## config.mk

```make
export PLATFORM = sky130hd
export DESIGN_NAME = cbl_ctrl
export DESIGN_NICKNAME = d
export VERILOG_FILES = /design/src/hw/rtl/cbl_pkg.sv /design/src/hw/rtl/cbl_ctrl.sv
export SDC_FILE = /design/constraint.sdc
export NUM_CORES = 1
export LEC_CHECK = 0
export BUFFER_PORTS_ARGS = -buffer_cell sky130_fd_sc_hd__buf_2
export CAP_MARGIN = 20
export CORE_MARGIN = 5
export CORE_UTILIZATION = 59
export CTS_BUF_LIST = sky130_fd_sc_hd__clkbuf_8 sky130_fd_sc_hd__clkbuf_16
export CTS_CLUSTER_DIAMETER = 60
export DETAILED_ROUTE_END_ITERATION = 6
export GPL_ROUTABILITY_DRIVEN = 0
export PLACE_DENSITY = 0.82
export SKIP_CTS_REPAIR_TIMING = 1
export SLEW_MARGIN = 30
export SYNTH_ARGS = -nofsm -noshare
export SYNTH_HDL_FRONTEND = slang
export SYNTH_SLANG_ARGS = --single-unit
```

## constraint.sdc

```tcl
create_clock -name clock -period 6.4 [get_ports clock]
set_input_delay 0.32 -clock clock [delete_from_list [all_inputs] [get_ports clock]]
set_output_delay 0.32 -clock clock [all_outputs]
set_load 0.05 [all_outputs]
```

## src/hw/rtl/cbl_pkg.sv

```systemverilog
`timescale 1ns / 1ps
`default_nettype none
// ----------------------------------------------------------------------------
// cbl_pkg: shared types and constants for the circular byte log
// Request and response payload structs, the mode code and reset values.
// ----------------------------------------------------------------------------
package cbl_pkg;

   localparam int BYTE_W            = 8;
   localparam int CSR_W             = 14;
   localparam int DEF_RING_DEPTH    = 8192;
   localparam logic [CSR_W-1:0] BUFFER_SIZE_RESET = 14'd8192;

   // what a request asks for
   typedef enum logic {
      MODE_WRITE = 1'b0,
      MODE_READ  = 1'b1
   } cbl_mode_type;

   typedef struct packed {
      cbl_mode_type      mode;
      logic [BYTE_W-1:0] data_byte;
      logic [CSR_W-1:0]  back_offset;
   } cbl_req_type;

   typedef struct packed {
      logic [BYTE_W-1:0] read_byte;
      logic              in_range;
      logic [CSR_W-1:0]  stored_count;
      logic              overflowed;
   } cbl_rsp_type;

   // log status as it stands after one request
   typedef struct packed {
      logic             in_range;
      logic [CSR_W-1:0] stored_count;
      logic             overflowed;
   } cbl_status_type;

endpackage
`default_nettype wire

```

## src/hw/rtl/cbl_ctrl.sv

```systemverilog
`timescale 1ns / 1ps
`default_nettype none
// ----------------------------------------------------------------------------
// cbl_ctrl: ring pointer, held count and overflow tracking
// Holds the size register, computes the RAM address for each request and
// the status that goes with its response.
// ----------------------------------------------------------------------------
module cbl_ctrl #(
   parameter int RING_DEPTH = cbl_pkg::DEF_RING_DEPTH,
   parameter int AW         = $clog2(RING_DEPTH)
) (
   input  wire logic                      clock,
   input  wire logic                      reset,
   input  wire logic                      csr_write_enable,
   input  wire logic [cbl_pkg::CSR_W-1:0] csr_write_data,
   input  wire logic                      accept,
   input  wire cbl_pkg::cbl_req_type      req,
   output logic                           mem_wr_en,
   output logic                           mem_rd_en,
   output logic      [AW-1:0]             mem_addr,
   output cbl_pkg::cbl_status_type        status
);
   import cbl_pkg::*;

   localparam int CW = $clog2(RING_DEPTH + 1);
   localparam int SW = (CW > CSR_W) ? CW : CSR_W;

   logic [CSR_W-1:0] size_ff;
   logic [AW-1:0]    wp_ff, wp_in;
   logic [CW-1:0]    held_ff, held_in;
   logic             ovf_ff, ovf_in;

   logic [SW-1:0]    size_ext, eff_size, offset, wp_ext;
   logic [SW:0]      idx_sum, idx;
   logic             is_write, hit;

   // effective size, clamped to 1..RING_DEPTH
   always_comb begin
      size_ext = SW'(size_ff);
      priority if (size_ext == '0) begin
         eff_size = SW'(1);
      end else if (size_ext > SW'(RING_DEPTH)) begin
         eff_size = SW'(RING_DEPTH);
      end else begin
         eff_size = size_ext;
      end
   end

   // read index: offset back from the newest byte, wrapped at the size
   always_comb begin
      is_write = (req.mode == MODE_WRITE);
      offset   = SW'(req.back_offset);
      wp_ext   = SW'(wp_ff);
      hit      = !is_write && (offset != '0) && (offset <= SW'(held_ff));
      idx_sum  = (SW+1)'(wp_ext) + (SW+1)'(eff_size) - (SW+1)'(offset);
      idx      = (idx_sum >= (SW+1)'(eff_size)) ? idx_sum - (SW+1)'(eff_size) : idx_sum;
   end

   // state after a write
   always_comb begin
      wp_in   = wp_ff;
      held_in = held_ff;
      ovf_in  = ovf_ff;
      if (is_write) begin
         wp_in = (wp_ext + SW'(1) >= eff_size) ? '0 : wp_ff + AW'(1);
         if (SW'(held_ff) < eff_size) begin
            held_in = held_ff + CW'(1);
         end else begin
            ovf_in = 1'b1;
         end
      end
   end

   always_ff @(posedge clock) begin
      if (reset) begin
         size_ff <= BUFFER_SIZE_RESET;
         wp_ff   <= '0;
         held_ff <= '0;
         ovf_ff  <= 1'b0;
      end else if (csr_write_enable) begin
         size_ff <= csr_write_data;
         wp_ff   <= '0;
         held_ff <= '0;
         ovf_ff  <= 1'b0;
      end else if (accept) begin
         wp_ff   <= wp_in;
         held_ff <= held_in;
         ovf_ff  <= ovf_in;
      end
   end

   // RAM access and response status
   assign mem_wr_en           = accept && is_write;
   assign mem_rd_en           = accept && !is_write;
   assign mem_addr            = is_write ? wp_ff : idx[AW-1:0];
   assign status.in_range     = hit;
   assign status.stored_count = CSR_W'(held_in);
   assign status.overflowed   = ovf_in;

endmodule
`default_nettype wire
```

==> key figures <==
Setup path
  • Worst Path Max Fanout: 11
  • WP data required: 6.08 ns
  • Worst setup EP type: primary output
  • Crit Path Category: register to primary output
  • Worst Path Arrival: 5.73 ns
  • Startpoint types: register

Clocking
  • Clock Sinks: 42
  • H-Tree Depth: 2
  • Clk buf depth: 2
  • CTS root buf: clkbuf_8
  • Number of buffers created by CTS: 5
  • Clock latency on the worst-skew pair: about 0.3 ns
  • CTS tree: done
  • Clk pin slew, worst setup/hold paths: 0.10 ns

Yosys
  • Top post-synthesis cells by area: ha_1 (18%), dfxtp_1 (17%), xnor2_1 (8.2%), fa_1 (5.6%), inv_1 (5.0%)
  • Commonest cells in the netlist: ha_1 (72), inv_1 (66), nor2_1 (54), nand2_1 (52), xnor2_1 (47)
  • Flops & latches, synth: 42
  • Post-Synthesis Cell Area: 4990 um2
  • Post-synth ARST share: 0%
  • Post-Syn Nets: ~760
  • Main synth FF type: dfxtp_1
  • Mean post-synth cell area: 7.93 um2
  • Largest area contributor in the netlist: ha_1
  • Count leader, synth: ha_1
  • Register area share after synthesis: 16.8%
  • Share of the synthesized area in the top cell type: 18.0%
  • Syn Inst Count: 630
  • Ys Warns: 0
  • Number of synthesized flops with an enable pin: 0
  • Synth cell types: 59

Timing
  • Worst Clk Skew: 0.0120 ns
  • Final hold slack: 0.234 ns
  • Final setup fails: 0
  • Relative slew slack: 36.4%
  • Fin crit share: 94.5%
  • Worst slew pin tran: 0.951 ns
  • Max Freq: 165 MHz
  • Min cycle time layout: a little over 6 ns
  • Setup TNS: 0 ns
  • RSZ-0062 raised after global routing: false
  • Final Max Tran Viols: 0
  • Final hold violation count: 0

Die
  • Number of top-level pins: 72
  • Die X: approximately 100 um
  • Die ar.: 10,400 um2
  • Initial Util: about three fifths
  • Die Height: 102 um
  • Row Count: 33
  • Area of the core: 8220 um2

Power and ir drop
  • Peak supply drop: 0.101 mV
  • Leakage: 2.55 nW
  • Power density cells: 149 nW/um2

Detailed routing
  • ANT nets after route: 0
  • Vias: 4,798
  • Vias/cell: a little over 6
  • Residual DRC count: 0
  • Routed length per instance: about 17 um
  • Initial DRC count: around 290
  • WL final: 13.6 mm
  • Drt pass-1 iters: 5

Job
  • Max_cap viols: 0

Global route
  • Initial antenna violation count: 0
  • Vias in the first global route: 4,702
  • Pin count of the biggest net entering global routing: 33
  • GRT Resource Usage Total: 27.0%
  • GRT overflow: 0
  • First-pass GRT wire length: 22.4 mm

Place
  • Final HPWL DP: 10.9 mm
  • IO Port Bufs: 63

Layout
  • Final core occ: 66.7%
  • NumNets Final: 811
  • Area delta synth->final: 9.75%
  • Share of layout cells above drive strength 1: 13.4%
  • Antenna cells: 0

Run status
  • Status: finished, final reports clean

Min path
  • Path category of the worst min-delay check: input port to register
==> routing by layer <==
| metal | GRT usage (%) | part of all wire, % |
|---|---|---|
| met5 | 0 | 0 |
| met4 | 8.58 | 2.6 |
| met3 | 3.82 | 7.7 |
| met2 | 45.8 | 47 |
| met1 | 35.4 | 43 |
==> worst paths after layout <==
check	startpoint	to	slack, ns	cells after the start
max	size_ext[3]	mem_addr[3]	0.35	25
min	csr_write_data[13]	size_ext[13]	0.23	3
max reg2reg	wp_ff[0]	wp_ff[12]	2.04	13
min reg2reg	wp_ff[1]	wp_ff[1]	0.49	2
==> flip-flops by register name, indices dropped and copies added (netlist names) <==
register	cells
held_ff	14
wp_ff	13
size_ext	14
ovf_ff	1
==> cells by family (layout without fill, tap and decap cells) <==
logic type               after synthesis  in the layout  synth area share (%)
multiplexers                          20             20                  4.01
AO/OA/AOI/OAI                        127            127                  17.7
buffers and inverters                 88            143                  7.09
adder cells (fa/ha/maj)               86             86                  23.7
XOR/XNOR                              59             59                  10.3
flip-flops                            42             42                  16.8
AND/OR/NAND/NOR                      208            208                  20.4
==> where the power goes <==
part           total (mW)  leakage [nW]  internal, mW  switching (mW)
Combinational       0.361          2.17         0.131           0.230
Sequential          0.273         0.341         0.267         0.00559
Clock               0.185        0.0408        0.0782           0.107
Total               0.819          2.55         0.476           0.343
==> worst max-delay path: stages, from the launching register on <==
cell	delay [ns]
dfxtp_1	0.34
nor4_1	0.31
a31oi_1	0.21
nor2_1	0.17
inv_1	0.06
ha_1	0.27
inv_1	0.04
ha_1	0.20
fa_1	0.41
a21oi_1	0.28
o22ai_1	0.18
nor2_1	0.20
o21bai_1	0.09
a21oi_1	0.19
xnor2_1	0.18
ha_1	0.33
and3_1	0.18
and2_1	0.18
a21o_1	0.17
a21oi_1	0.15
nor2b_1	0.09
a2111oi_4	0.36
buf_6	0.21
mux2i_1	0.25
a21oi_1	0.11
buf_2	0.25
==> cells in the final DEF (no fill, tap or decap), drive strengths merged, types with 4 or more instances in the layout <==
| master | n |
|---|---|
| ha | 72 |
| buf | 67 |
| inv | 66 |
| nor2 | 54 |
| nand2 | 53 |
| xnor2 | 47 |
| dfxtp | 42 |
| a21oi | 35 |
| nand3 | 25 |
| mux2i | 20 |
| o21ai | 20 |
| a21o | 17 |
| fa | 14 |
| and3 | 13 |
| nand4 | 12 |
| xor2 | 12 |
| nor3 | 12 |
| nor4 | 9 |
| nor2b | 8 |
| a31oi | 6 |
| or2 | 6 |
| clkbuf | 6 |
| or3 | 5 |
| o21a | 5 |
| o221ai | 5 |
| a32o | 4 |
==> final cells by class <==
type                    instances  area (um2)
repair buffers                 68         362
clock buffers                   5        68.8
flip-flops and latches         42         841
fillers                       695        2740
multi-input cells             500        3800
clock inverters                 3        23.8
inverters                      67         255
well taps                     105         131
==> metrics by stage <==
stage	instances	setup slack, ns	power (mW)	area [um2]
2_1_floorplan	630	0.702	0.551	4990
3_3_place_gp	782	0.808	0.621	5380
3_5_place_dp	782	0.685	0.631	5380
4_1_cts	790	0.308	0.814	5470
5_1_grt	790	0.00562	0.866	5480
6_report	790	0.354	0.819	5480
Power figures use the tool's default switching activity.
